===== config.mk =====
export PLATFORM = sky130hd
export DESIGN_NAME = planar_speed_from_positions_unit
export DESIGN_NICKNAME = d
export VERILOG_FILES = /design/src/rtl/psfp_pkg.sv /design/src/rtl/psfp_engine.sv /design/src/rtl/planar_speed_from_positions_unit.sv
export SDC_FILE = /design/constraint.sdc
export NUM_CORES = 2
export LEC_CHECK = 0
export BUFFER_PORTS_ARGS = -buffer_cell sky130_fd_sc_hd__buf_2
export CORE_MARGIN = 1
export CORE_UTILIZATION = 42
export CTS_CLUSTER_DIAMETER = 40
export DETAILED_ROUTE_END_ITERATION = 12
export HOLD_SLACK_MARGIN = 0.12
export PLACE_DENSITY = 0.6
export SLEW_MARGIN = 15
export SYNTH_ARGS = -nofsm -noshare
export SYNTH_HDL_FRONTEND = slang
export SYNTH_SLANG_ARGS = --single-unit

===== constraint.sdc =====
create_clock -name clk -period 13.7 [get_ports clk]
set_input_delay 0.685 -clock clk [delete_from_list [all_inputs] [get_ports clk]]
set_output_delay 0.685 -clock clk [all_outputs]
set_load 0.02 [all_outputs]

===== src/rtl/psfp_pkg.sv =====
package psfp_pkg;

    localparam int SPEED_WIDTH    = 48;
    localparam int POS_WIDTH_DEF  = 32;
    localparam int TIME_WIDTH_DEF = 32;
    localparam int FRAC_BITS_DEF  = 16;

    localparam logic [1:0] STATUS_OK        = 2'd0;
    localparam logic [1:0] STATUS_TIME_BACK = 2'd1;
    localparam logic [1:0] STATUS_SINGLE    = 2'd2;

    typedef enum logic [1:0] {
        ST_IDLE,
        ST_CALC,
        ST_EMIT_FIRST,
        ST_EMIT_LAST
    } ctl_state_t;

    typedef enum logic [2:0] {
        EN_IDLE,
        EN_SQUARE,
        EN_PREP,
        EN_ROOT,
        EN_DIVIDE
    } eng_state_t;

endpackage


===== src/rtl/psfp_engine.sv =====
module psfp_engine #(
    parameter int POS_WIDTH  = psfp_pkg::POS_WIDTH_DEF,
    parameter int TIME_WIDTH = psfp_pkg::TIME_WIDTH_DEF,
    parameter int FRAC_BITS  = psfp_pkg::FRAC_BITS_DEF
) (
    input  logic                             clk,
    input  logic                             rst_n,
    input  logic                             start,
    input  logic [POS_WIDTH-1:0]             dx_mag,
    input  logic [POS_WIDTH-1:0]             dy_mag,
    input  logic [TIME_WIDTH-1:0]            dt,
    output logic                             done,
    output logic [psfp_pkg::SPEED_WIDTH-1:0] speed
);
    import psfp_pkg::*;

    localparam int RW    = POS_WIDTH + FRAC_BITS + 1;
    localparam int NUM_W = 2 * RW;
    localparam int SUM_W = 2 * POS_WIDTH + 1;
    localparam int PRD_W = 2 * POS_WIDTH;
    localparam int CNT_W = $clog2(RW);
    localparam int EXT_W = (RW > SPEED_WIDTH) ? RW : SPEED_WIDTH;

    eng_state_t             state_reg, state_next;
    logic [CNT_W-1:0]       cnt_reg, cnt_next;
    logic                   done_reg, done_next;

    logic [POS_WIDTH-1:0]   dx_reg, dx_next;
    logic [POS_WIDTH-1:0]   dy_reg, dy_next;
    logic [TIME_WIDTH-1:0]  dt_reg, dt_next;
    logic [PRD_W-1:0]       prodx_reg, prodx_next;
    logic [PRD_W-1:0]       prody_reg, prody_next;
    logic [NUM_W-1:0]       num_reg, num_next;
    logic [RW+1:0]          rem_reg, rem_next;
    logic [RW-1:0]          root_reg, root_next;
    logic [TIME_WIDTH-1:0]  div_rem_reg, div_rem_next;

    logic [POS_WIDTH:0]     addx, addy;
    logic [SUM_W-1:0]       sum;
    logic [RW+1:0]          rem_sh, trial, rem_diff;
    logic                   root_fit;
    logic [TIME_WIDTH:0]    div_sh, div_diff;
    logic                   div_fit;
    logic [EXT_W-1:0]       q_ext;
    logic                   sat;

    // shift-add squaring, lsb first, product shifts right
    assign addx = {1'b0, prodx_reg[PRD_W-1:POS_WIDTH]}
                + (prodx_reg[0] ? {1'b0, dx_reg} : '0);
    assign addy = {1'b0, prody_reg[PRD_W-1:POS_WIDTH]}
                + (prody_reg[0] ? {1'b0, dy_reg} : '0);
    assign sum  = SUM_W'(prodx_reg) + SUM_W'(prody_reg);

    // restoring square root, two radicand bits per step
    assign rem_sh   = {rem_reg[RW-1:0], num_reg[NUM_W-1 -: 2]};
    assign trial    = {root_reg, 2'b01};
    assign root_fit = (rem_sh >= trial);
    assign rem_diff = rem_sh - trial;

    // restoring division, quotient shifts into the root register
    assign div_sh   = {div_rem_reg, root_reg[RW-1]};
    assign div_fit  = (div_sh >= {1'b0, dt_reg});
    assign div_diff = div_sh - {1'b0, dt_reg};

    assign q_ext = EXT_W'(root_reg);
    assign sat   = |(q_ext >> SPEED_WIDTH);
    assign speed = sat ? '1 : q_ext[SPEED_WIDTH-1:0];
    assign done  = done_reg;

    always_comb
    begin
        state_next   = state_reg;
        cnt_next     = cnt_reg;
        done_next    = 1'b0;
        dx_next      = dx_reg;
        dy_next      = dy_reg;
        dt_next      = dt_reg;
        prodx_next   = prodx_reg;
        prody_next   = prody_reg;
        num_next     = num_reg;
        rem_next     = rem_reg;
        root_next    = root_reg;
        div_rem_next = div_rem_reg;
        unique case (state_reg)
            EN_IDLE:
            begin
                if (start)
                begin
                    dx_next    = dx_mag;
                    dy_next    = dy_mag;
                    dt_next    = dt;
                    prodx_next = PRD_W'(dx_mag);
                    prody_next = PRD_W'(dy_mag);
                    cnt_next   = CNT_W'(POS_WIDTH - 1);
                    state_next = EN_SQUARE;
                end
            end
            EN_SQUARE:
            begin
                prodx_next = {addx, prodx_reg[POS_WIDTH-1:1]};
                prody_next = {addy, prody_reg[POS_WIDTH-1:1]};
                if (cnt_reg == '0)
                    state_next = EN_PREP;
                else
                    cnt_next = cnt_reg - 1'b1;
            end
            EN_PREP:
            begin
                num_next   = NUM_W'(sum) << (2 * FRAC_BITS);
                rem_next   = '0;
                root_next  = '0;
                cnt_next   = CNT_W'(RW - 1);
                state_next = EN_ROOT;
            end
            EN_ROOT:
            begin
                num_next = num_reg << 2;
                if (root_fit)
                begin
                    rem_next  = rem_diff;
                    root_next = {root_reg[RW-2:0], 1'b1};
                end
                else
                begin
                    rem_next  = rem_sh;
                    root_next = {root_reg[RW-2:0], 1'b0};
                end
                if (cnt_reg == '0)
                begin
                    cnt_next     = CNT_W'(RW - 1);
                    div_rem_next = '0;
                    state_next   = EN_DIVIDE;
                end
                else
                    cnt_next = cnt_reg - 1'b1;
            end
            EN_DIVIDE:
            begin
                div_rem_next = div_fit ? div_diff[TIME_WIDTH-1:0] : div_sh[TIME_WIDTH-1:0];
                root_next    = {root_reg[RW-2:0], div_fit};
                if (cnt_reg == '0)
                begin
                    done_next  = 1'b1;
                    state_next = EN_IDLE;
                end
                else
                    cnt_next = cnt_reg - 1'b1;
            end
            default:
            begin
                state_next = EN_IDLE;
            end
        endcase
    end

    always_ff @(posedge clk or negedge rst_n)
    begin
        if (!rst_n)
        begin
            state_reg <= EN_IDLE;
            cnt_reg   <= '0;
            done_reg  <= 1'b0;
        end
        else
        begin
            state_reg <= state_next;
            cnt_reg   <= cnt_next;
            done_reg  <= done_next;
        end
    end

    always_ff @(posedge clk)
    begin
        dx_reg      <= dx_next;
        dy_reg      <= dy_next;
        dt_reg      <= dt_next;
        prodx_reg   <= prodx_next;
        prody_reg   <= prody_next;
        num_reg     <= num_next;
        rem_reg     <= rem_next;
        root_reg    <= root_next;
        div_rem_reg <= div_rem_next;
    end

    a_done_pulse: assert property (@(posedge clk) disable iff (!rst_n)
        done_reg |=> !done_reg)
        else $error("engine done held longer than one cycle");

    a_start_idle: assert property (@(posedge clk) disable iff (!rst_n)
        start |-> (state_reg == EN_IDLE))
        else $error("engine started while busy");

    a_root_rem: assert property (@(posedge clk) disable iff (!rst_n)
        (state_reg == EN_ROOT) |-> !rem_reg[RW+1])
        else $error("square root remainder overflow");

    a_div_rem: assert property (@(posedge clk) disable iff (!rst_n)
        (state_reg == EN_DIVIDE) |-> (div_rem_reg < dt_reg))
        else $error("division remainder not below divisor");

endmodule


===== src/rtl/planar_speed_from_positions_unit.sv =====
// Finite-difference speed of a 2-D track. Each sample after the first of a run gives one
// result for the previous sample's time, speed = floor(2^FRAC_BITS * sqrt(dx^2 + dy^2) / dt),
// saturated at all ones of the 48-bit Q32.16 output; the sample marked end_of_run also gives
// a second result for its own time with run_done set. A time that does not increase gives
// speed 0 and status 1, a run of one sample gives speed 0 and status 2. One sample is handled
// at a time: a moving sample's speed is worked out in the engine by the bit-serial squaring,
// the one-bit-per-cycle square root and the one-bit-per-cycle divider; the next sample is
// taken only once its result has gone to the output register, and once the second result
// has too when the sample ended a run. The first sample of a run only loads the prior
// registers and leaves the unit ready; the other cases pass through the emit states. A
// finished result sits in the output register while the next sample is accepted and computed.
module planar_speed_from_positions_unit #(
    parameter int POS_WIDTH  = psfp_pkg::POS_WIDTH_DEF,
    parameter int TIME_WIDTH = psfp_pkg::TIME_WIDTH_DEF,
    parameter int FRAC_BITS  = psfp_pkg::FRAC_BITS_DEF
) (
    input  logic                             clk,
    input  logic                             rst_n,
    input  logic                             in_valid,
    output logic                             in_ready,
    input  logic [TIME_WIDTH-1:0]            sample_time,
    input  logic signed [POS_WIDTH-1:0]      pos_x,
    input  logic signed [POS_WIDTH-1:0]      pos_y,
    input  logic                             end_of_run,
    output logic                             out_valid,
    input  logic                             out_ready,
    output logic [TIME_WIDTH-1:0]            speed_time,
    output logic [psfp_pkg::SPEED_WIDTH-1:0] speed_value,
    output logic [1:0]                       step_status,
    output logic                             run_done
);
    import psfp_pkg::*;

    ctl_state_t             state_reg, state_next;
    logic [TIME_WIDTH-1:0]  prior_time_reg, prior_time_next;
    logic [POS_WIDTH-1:0]   prior_x_reg, prior_x_next;
    logic [POS_WIDTH-1:0]   prior_y_reg, prior_y_next;
    logic                   have_prior_reg, have_prior_next;
    logic                   out_valid_reg, out_valid_next;

    logic [TIME_WIDTH-1:0]  time1_reg, time1_next;
    logic [TIME_WIDTH-1:0]  time2_reg, time2_next;
    logic [SPEED_WIDTH-1:0] res_speed_reg, res_speed_next;
    logic [1:0]             res_status_reg, res_status_next;
    logic                   last_reg, last_next;
    logic [TIME_WIDTH-1:0]  speed_time_reg, speed_time_next;
    logic [SPEED_WIDTH-1:0] speed_value_reg, speed_value_next;
    logic [1:0]             step_status_reg, step_status_next;
    logic                   run_done_reg, run_done_next;

    logic                   accept, time_fwd, out_free, eng_start, eng_done;
    logic [POS_WIDTH:0]     dx_diff, dx_neg, dy_diff, dy_neg;
    logic [POS_WIDTH-1:0]   dx_mag, dy_mag;
    logic [TIME_WIDTH-1:0]  dt;
    logic [SPEED_WIDTH-1:0] eng_speed;

    assign in_ready = (state_reg == ST_IDLE);
    assign accept   = in_valid && in_ready;
    assign time_fwd = (sample_time > prior_time_reg);
    assign out_free = !out_valid_reg || out_ready;

    // sign-extended differences, magnitude fits POS_WIDTH bits
    assign dx_diff = {pos_x[POS_WIDTH-1], pos_x} - {prior_x_reg[POS_WIDTH-1], prior_x_reg};
    assign dy_diff = {pos_y[POS_WIDTH-1], pos_y} - {prior_y_reg[POS_WIDTH-1], prior_y_reg};
    assign dx_neg  = -dx_diff;
    assign dy_neg  = -dy_diff;
    assign dx_mag  = dx_diff[POS_WIDTH] ? dx_neg[POS_WIDTH-1:0] : dx_diff[POS_WIDTH-1:0];
    assign dy_mag  = dy_diff[POS_WIDTH] ? dy_neg[POS_WIDTH-1:0] : dy_diff[POS_WIDTH-1:0];
    assign dt      = sample_time - prior_time_reg;

    assign eng_start = accept && have_prior_reg && time_fwd;

    psfp_engine #(
        .POS_WIDTH  (POS_WIDTH),
        .TIME_WIDTH (TIME_WIDTH),
        .FRAC_BITS  (FRAC_BITS)
    ) u_engine (
        .clk    (clk),
        .rst_n  (rst_n),
        .start  (eng_start),
        .dx_mag (dx_mag),
        .dy_mag (dy_mag),
        .dt     (dt),
        .done   (eng_done),
        .speed  (eng_speed)
    );

    always_comb
    begin
        state_next       = state_reg;
        prior_time_next  = prior_time_reg;
        prior_x_next     = prior_x_reg;
        prior_y_next     = prior_y_reg;
        have_prior_next  = have_prior_reg;
        out_valid_next   = out_valid_reg && !out_ready;
        time1_next       = time1_reg;
        time2_next       = time2_reg;
        res_speed_next   = res_speed_reg;
        res_status_next  = res_status_reg;
        last_next        = last_reg;
        speed_time_next  = speed_time_reg;
        speed_value_next = speed_value_reg;
        step_status_next = step_status_reg;
        run_done_next    = run_done_reg;
        unique case (state_reg)
            ST_IDLE:
            begin
                if (accept)
                begin
                    time2_next = sample_time;
                    last_next  = end_of_run;
                    if (!have_prior_reg)
                    begin
                        if (end_of_run)
                        begin
                            res_speed_next  = '0;
                            res_status_next = STATUS_SINGLE;
                            state_next      = ST_EMIT_LAST;
                        end
                        else
                        begin
                            prior_time_next = sample_time;
                            prior_x_next    = pos_x;
                            prior_y_next    = pos_y;
                            have_prior_next = 1'b1;
                        end
                    end
                    else
                    begin
                        time1_next = prior_time_reg;
                        if (time_fwd)
                        begin
                            res_status_next = STATUS_OK;
                            state_next      = ST_CALC;
                        end
                        else
                        begin
                            res_speed_next  = '0;
                            res_status_next = STATUS_TIME_BACK;
                            state_next      = ST_EMIT_FIRST;
                        end
                        if (end_of_run)
                        begin
                            prior_time_next = '0;
                            prior_x_next    = '0;
                            prior_y_next    = '0;
                            have_prior_next = 1'b0;
                        end
                        else
                        begin
                            prior_time_next = sample_time;
                            prior_x_next    = pos_x;
                            prior_y_next    = pos_y;
                        end
                    end
                end
            end
            ST_CALC:
            begin
                if (eng_done)
                begin
                    res_speed_next = eng_speed;
                    state_next     = ST_EMIT_FIRST;
                end
            end
            ST_EMIT_FIRST:
            begin
                if (out_free)
                begin
                    out_valid_next   = 1'b1;
                    speed_time_next  = time1_reg;
                    speed_value_next = res_speed_reg;
                    step_status_next = res_status_reg;
                    run_done_next    = 1'b0;
                    state_next       = last_reg ? ST_EMIT_LAST : ST_IDLE;
                end
            end
            ST_EMIT_LAST:
            begin
                if (out_free)
                begin
                    out_valid_next   = 1'b1;
                    speed_time_next  = time2_reg;
                    speed_value_next = res_speed_reg;
                    step_status_next = res_status_reg;
                    run_done_next    = 1'b1;
                    state_next       = ST_IDLE;
                end
            end
        endcase
    end

    always_ff @(posedge clk or negedge rst_n)
    begin
        if (!rst_n)
        begin
            state_reg      <= ST_IDLE;
            prior_time_reg <= '0;
            prior_x_reg    <= '0;
            prior_y_reg    <= '0;
            have_prior_reg <= 1'b0;
            out_valid_reg  <= 1'b0;
        end
        else
        begin
            state_reg      <= state_next;
            prior_time_reg <= prior_time_next;
            prior_x_reg    <= prior_x_next;
            prior_y_reg    <= prior_y_next;
            have_prior_reg <= have_prior_next;
            out_valid_reg  <= out_valid_next;
        end
    end

    always_ff @(posedge clk)
    begin
        time1_reg       <= time1_next;
        time2_reg       <= time2_next;
        res_speed_reg   <= res_speed_next;
        res_status_reg  <= res_status_next;
        last_reg        <= last_next;
        speed_time_reg  <= speed_time_next;
        speed_value_reg <= speed_value_next;
        step_status_reg <= step_status_next;
        run_done_reg    <= run_done_next;
    end

    assign out_valid   = out_valid_reg;
    assign speed_time  = speed_time_reg;
    assign speed_value = speed_value_reg;
    assign step_status = step_status_reg;
    assign run_done    = run_done_reg;

    a_done_in_calc: assert property (@(posedge clk) disable iff (!rst_n)
        eng_done |-> (state_reg == ST_CALC))
        else $error("engine result arrived outside calc");

    a_done_to_emit: assert property (@(posedge clk) disable iff (!rst_n)
        eng_done |=> (state_reg == ST_EMIT_FIRST))
        else $error("engine result not forwarded");

    a_single_last: assert property (@(posedge clk) disable iff (!rst_n)
        (out_valid_reg && (step_status_reg == STATUS_SINGLE)) |-> run_done_reg)
        else $error("one-sample status without run_done");

    a_back_zero: assert property (@(posedge clk) disable iff (!rst_n)
        (out_valid_reg && (step_status_reg == STATUS_TIME_BACK)) |-> (speed_value_reg == '0))
        else $error("nonzero speed on time fault");

endmodule


# Yosys cells after proc, flatten, opt, wreduce, memory -nomap -nowiden
# Cells that the tools add are included.
word_totals:
  ff_bits: 760
  in_bits: 101
  output_inout_bits: 85
op_classes:
  addsub: 11
  n_lt_le_gt_ge: 3
  eq_ne: 19
  n_mux: 64
  reduce_logical: 33
op_table:
  columns: ["op", "n"]
  rows:
  - ["32-bit 2-to-1 mux", 17]
  - ["48-bit 2-to-1 mux", 6]
  - ["64-bit case mux with 2 select lines", 2]
  - ["98-bit case mux with 2 select lines", 1]
  - ["49-bit case mux with 3 select lines", 1]
  - ["64-bit 2-to-1 mux", 2]
  - ["32-bit case mux with 2 select lines", 2]
  - ["49-bit case mux with 2 select lines", 1]
  - ["48-bit case mux with 2 select lines", 1]
  - ["32-bit by 33-bit adder with 33-bit output", 2]
  - ["32-bit by 32-bit subtractor with 33-bit output", 2]
  - ["64-bit by 64-bit adder with 65-bit output", 1]
  - ["32-bit negation", 2]
  - ["32-bit subtractor", 2]
  - ["51-bit >= comparator", 1]
  - ["49-bit 2-to-1 mux", 1]
  - ["49-bit subtractor", 1]
  - ["33-bit by 32-bit >= comparator with 1-bit output", 1]
  - ["32-bit greater-than comparator", 1]
  - ["6-bit case mux with 4 select lines", 1]
  - ["2-bit 2-to-1 mux", 10]
  - ["6-bit 2-to-1 mux", 3]
  - ["3-bit case mux with 5 select lines", 1]
  - ["3-bit AND reduction", 5]
  - ["other kinds (27)", 63]

# Longest topological paths before layout
logic_depth:
  depth_word: 6
  depth_mapped: 17

# Cells and area by module
# Synthesis repeated with hierarchy kept, for this count alone.
hier_totals:
  hier_cells: 4668
  hier_area_um2: 46140.5
modules_own_cells:
  columns: ["module", "instances", "cells_each", "area_each_um2"]
  rows:
  - ["psfp_engine", 1, 2962, 28262.1]
  - ["planar_speed_from_positions_unit", 1, 1706, 17878.4]

# Least setup slack after synthesis
# No wires, ideal clock.
synth_path:
  path_kind: "input to register"
  start: "input port sample_time[0]"
  end: "register u_engine.prodx_reg[0], enable pin"
  setup_ps: 794
  arrival_ps: 11864
  required_time_ps: 12906
  slack_ps: 1042
  path_stages: 14
  cell_sequence: "inv_1 ha_1 fa_1 nor2b_1 o21ai_0 nand2b_1 a21o_1 a31o_2 a21oi_1 o211ai_1 a211oi_1 o21ai_1 nand2_1 o21ai_0"
synth_via:
  elab_chain_len: 4
synth_rtl:
  columns: ["item", "line_no", "rtl"]
  rows:
  - ["start, declared", "planar_speed_from_positions_unit.sv:21", "input logic [TIME_WIDTH-1:0] sample_time,"]
  - ["32-bit greater-than comparator", "planar_speed_from_positions_unit.sv:59", "assign time_fwd = (sample_time > prior_time_reg);"]
  - ["1-bit logical AND", "planar_speed_from_positions_unit.sv:71", "assign eng_start = accept && have_prior_reg && time_fwd;"]
  - ["2-bit != test (no source line)", null, null]
  - ["2-bit AND reduction (no source line)", null, null]
  - ["end signal, assigned", "psfp_engine.sv:177", "prodx_reg <= prodx_next;"]
  - ["end, declared", "psfp_engine.sv:31", "logic [PRD_W-1:0] prodx_reg, prodx_next;"]
# No other way between the ends.
# A chain may end at the register's enable or synchronous reset.

# Final worst setup path
layout_path:
  start: "register prior_time_reg[0]"
  end: "register u_engine.prodx_reg[12], enable pin"
layout_via:
  elab_chain_len: 4
layout_rtl:
  columns: ["item", "line_no", "rtl"]
  rows:
  - ["start, declared", "planar_speed_from_positions_unit.sv:35", "logic [TIME_WIDTH-1:0] prior_time_reg, prior_time_next;"]
  - ["start signal, assigned", "planar_speed_from_positions_unit.sv:207", "prior_time_reg <= prior_time_next;"]
  - ["32-bit greater-than comparator", "planar_speed_from_positions_unit.sv:59", null]
  - ["1-bit logical AND", "planar_speed_from_positions_unit.sv:71", null]
  - ["2-bit != test (no source line)", null, null]
  - ["2-bit AND reduction (no source line)", null, null]
# No other way between the ends.

==> summary.md <==
| Metric | Value |
|---|---|
| Final WL | between 100 and 150 mm |
| IO Pins | 186 |
| Vias/cell | 5.50 |
| Mapped Nets | 4739 |
| Final HPWL DP | 81.0 mm |
| Power density cells | between 200 and 300 nW/um^2 |
| Hold Fails Final Rpt | 0 |
| Sequential share of the synthesized area | around 48% |
| I/O Buffers | around 190 |
| Critical path required time | roughly 14 ns |
| Multi-input gate area | 21800 sq um |
| Die H | roughly 330 um |
| Gr usage total | around a fifth |
| Layout cells sized above 1 | 12.2% |
| Area grow syn2layout | 14.4% |
| First-pass GRT wire length | roughly 180 mm |
| Net Switching | between 6 and 7 mW |
| Sequential cell area | between 20000 and 25000 sq um |
| Setup TNS | 0 ns |
| Post-synth EDFFs | a little over 600 |
| Fin crit period | between 5 and 6 ns |
| Comb power frac | 51.6% |
| FFs w/ async S/R, synth | 15.1% |
| RSZ-0062 raised after global routing | false |
| DIE AREA | about 110000 sq um |
| Distinct cells, synth | 92 |
| Top_reg_cell synth | edfxtp_1 |
| Arrival time of the worst setup path | a little under 6 ns |
| Crit. End Element | flop |
| Final core utilization | roughly half |
| Syn Inst Count | between 4000 and 5000 |
| Syn avg cell area | 10.3 sq um |
| Initial core utilization | 42.4% |
| Root buffer cell | clkbuf_16 |
| Worst vdd ir | between 100 and 150 uV |
| CTS resizes | 0 |
| Crit Path Class | flop to flop |
| CTS clk-pin slew, worst paths | about 0.060 ns |
| Final slew viol count | 0 |
| Min-delay worst type | primary input to flop |
| Post-route ant nets | 0 |
| Fillers | around 9700 |
| Gp weighted congestion | ~0.90 |
| Worst Max-Slew Pin Slew | between 1 and 1.5 ns |
| Die Wd | roughly 330 um |
| DRC errors left | 0 |
| WHS | 0.165 ns |
| Largest net degree at the start of global routing | 88 |
| First-pass iteration count of the detailed router | 5 |
| CP Launch Type | flop |
| Commonest non-fill, non-tap cells in the layout | 618 x edfxtp_1, 459 x a21oi_1, 421 x nor2_1 |
| Final setup fails | 0 |
| DR iter-0 viols | ~2400 |
| Max Root-Sink Buffers | 3 |
| Leak | 21.1 nW |
| Cell area after synthesis | between 40000 and 50000 sq um |
| Synthesis Warnings | 0 |
| P_int | ~8.6 mW |
| Num CTS Buffers | 114 |
| Max Cap Violations | 0 |
| Sw frac | roughly 42% |
| CTS tree | done |
| Critical-path maximum fanout | 67 |
| Worst skew pair latency | 0.73 ns |
| Final worst path period share | around two fifths |
| Fmax | roughly 180 MHz |
| Status | finished clean |
| Slew HR | around 27% |
| CTS sink cnt | approximately 730 |
| Commonest non-fill, non-tap cell in the layout | edfxtp_1 |
| Wirelength per Cell | 18.6 um |
| Worst Skew | ~0.076 ns |
| H-tree Lvls | 3 |
| Share of total power in sequential cells | between 20% and 30% |
| Setup repair bufs after CTS | 0 |
| Nets | a little under 5000 |
| Row count | roughly 120 |
| Antenna violations before repair | 22 |
| Grt ovf | 0 |
| Synth Register Bits | between 700 and 800 |
| Vias in the first global route | approximately 32000 |
| Clock power share | 20.2% |
| Core Region | 105000 sq um |
| Via count | 33000 |
| Largest register FFs | between 60 and 70 |
-- logic make-up (layout without fill, tap and decap cells) --
family / count (synthesis) / count (layout) / share of synthesized area [%]
and+or+nand+nor: 1162 / 1162 / 12.4
buffers and inverters: 426 / 700 / 3.62
muxes: 129 / 129 / 3.13
other: 0 / 10 / 0
adders and majority gates: 317 / 317 / 9.00
DFF: 728 / 728 / 47.7
AOI/OAI and AO/OA: 1246 / 1246 / 18.0
xor gates and xnor gates: 313 / 313 / 6.14
-- path summary, 6_finish.rpt --
kind / start / end / slack, ns / cells after the start
min in group asynchronous: rst_n / prior_x_reg[1] / 0.57 / 2
max in group asynchronous: rst_n / prior_time_reg[22] / 12.06 / 3
setup reg to reg: prior_time_reg[0] / u_engine.prodx_reg[12] / 8.14 / 15
hold / removal: sample_time[2] / time2_reg[2] / 0.17 / 1
hold reg to reg: res_speed_reg[14] / speed_value[14] / 0.41 / 0
setup / recovery: prior_time_reg[0] / u_engine.prodx_reg[12] / 8.14 / 15
-- per-layer routing --
layer / wire length [um] / vias to the layer above / global-route usage [%]
li1: - / 16200 / -
met1: 53800 / 15800 / 29.9
met2: 48800 / 802 / 31.6
met3: 5970 / 175 / 2.93
met4: 3060 / 2 / 6.19
met5: 13 / - / 0
-- layout make-up --
type                       count  share of cell area, %
antenna                       10                 0.0490
clock buffer                 124                   5.72
clock inverter                92                   2.12
inverter                     268                   1.97
multi-input combinational   3167                   42.7
sequential                   728                   41.7
tap                         1391                   3.41
timing repair buffer         216                   2.32
-- metrics by stage --
step	setup WS, ns	power, mW	instance area [sq um]	instances
3_5_place_dp	7.81	11.8	47000	5768
2_1_floorplan	1.04	9.92	44600	4321
4_1_cts	8.16	14.8	51000	5985
3_3_place_gp	7.85	11.7	47000	5768
6_report	8.14	14.8	51100	5996
5_1_grt	7.87	15.9	51100	5991
-- cell usage after synthesis (89+ instances only) --
| cell type | instances | area, sq um |
|---|---|---|
| o21ai_0 | 203 | 1020 |
| clkbuf_1 | 141 | 529 |
| nand2_1 | 248 | 931 |
| a21o_1 | 164 | 1230 |
| ha_1 | 310 | 3880 |
| a21oi_1 | 459 | 2300 |
| nor2_1 | 427 | 1600 |
| edfxtp_1 | 618 | 18600 |
| dfrtp_1 | 110 | 2750 |
| xor2_1 | 128 | 1120 |
| inv_1 | 267 | 1000 |
| and2_1 | 89 | 557 |
| xnor2_1 | 185 | 1620 |
-- timing repair --
item,4_1_cts,5_1_grt
hold endpoints to repair,49,0
setup endpoints to repair,0,0
hold buffers,1,0
-- critical path, cell delays in order, from the launching register on --
cell	delay, ns
dfrtp_1	0.40
ha_1	0.23
fa_1	0.43
nor2b_1	0.13
o21ai_0	0.09
nand2b_1	0.13
a21o_1	0.16
a31o_2	0.15
a21oi_1	0.10
o211ai_1	0.52
a211oi_1	0.33
o21ai_1	0.42
nand2_1	0.23
o21ai_4	0.19
buf_4	0.72
buf_4	0.80
-- power by group through the flow --
stage,Sequential (mW),Combinational [mW],Clock [mW]
6_report,4.18,7.62,2.98
5_1_grt,4.25,8.48,3.13
4_1_cts,4.18,7.59,3.04
3_5_place_dp,4.22,7.54,0
3_3_place_gp,4.21,7.45,0
2_1_floorplan,4.21,5.71,0
Power figures use the tool's default switching activity.
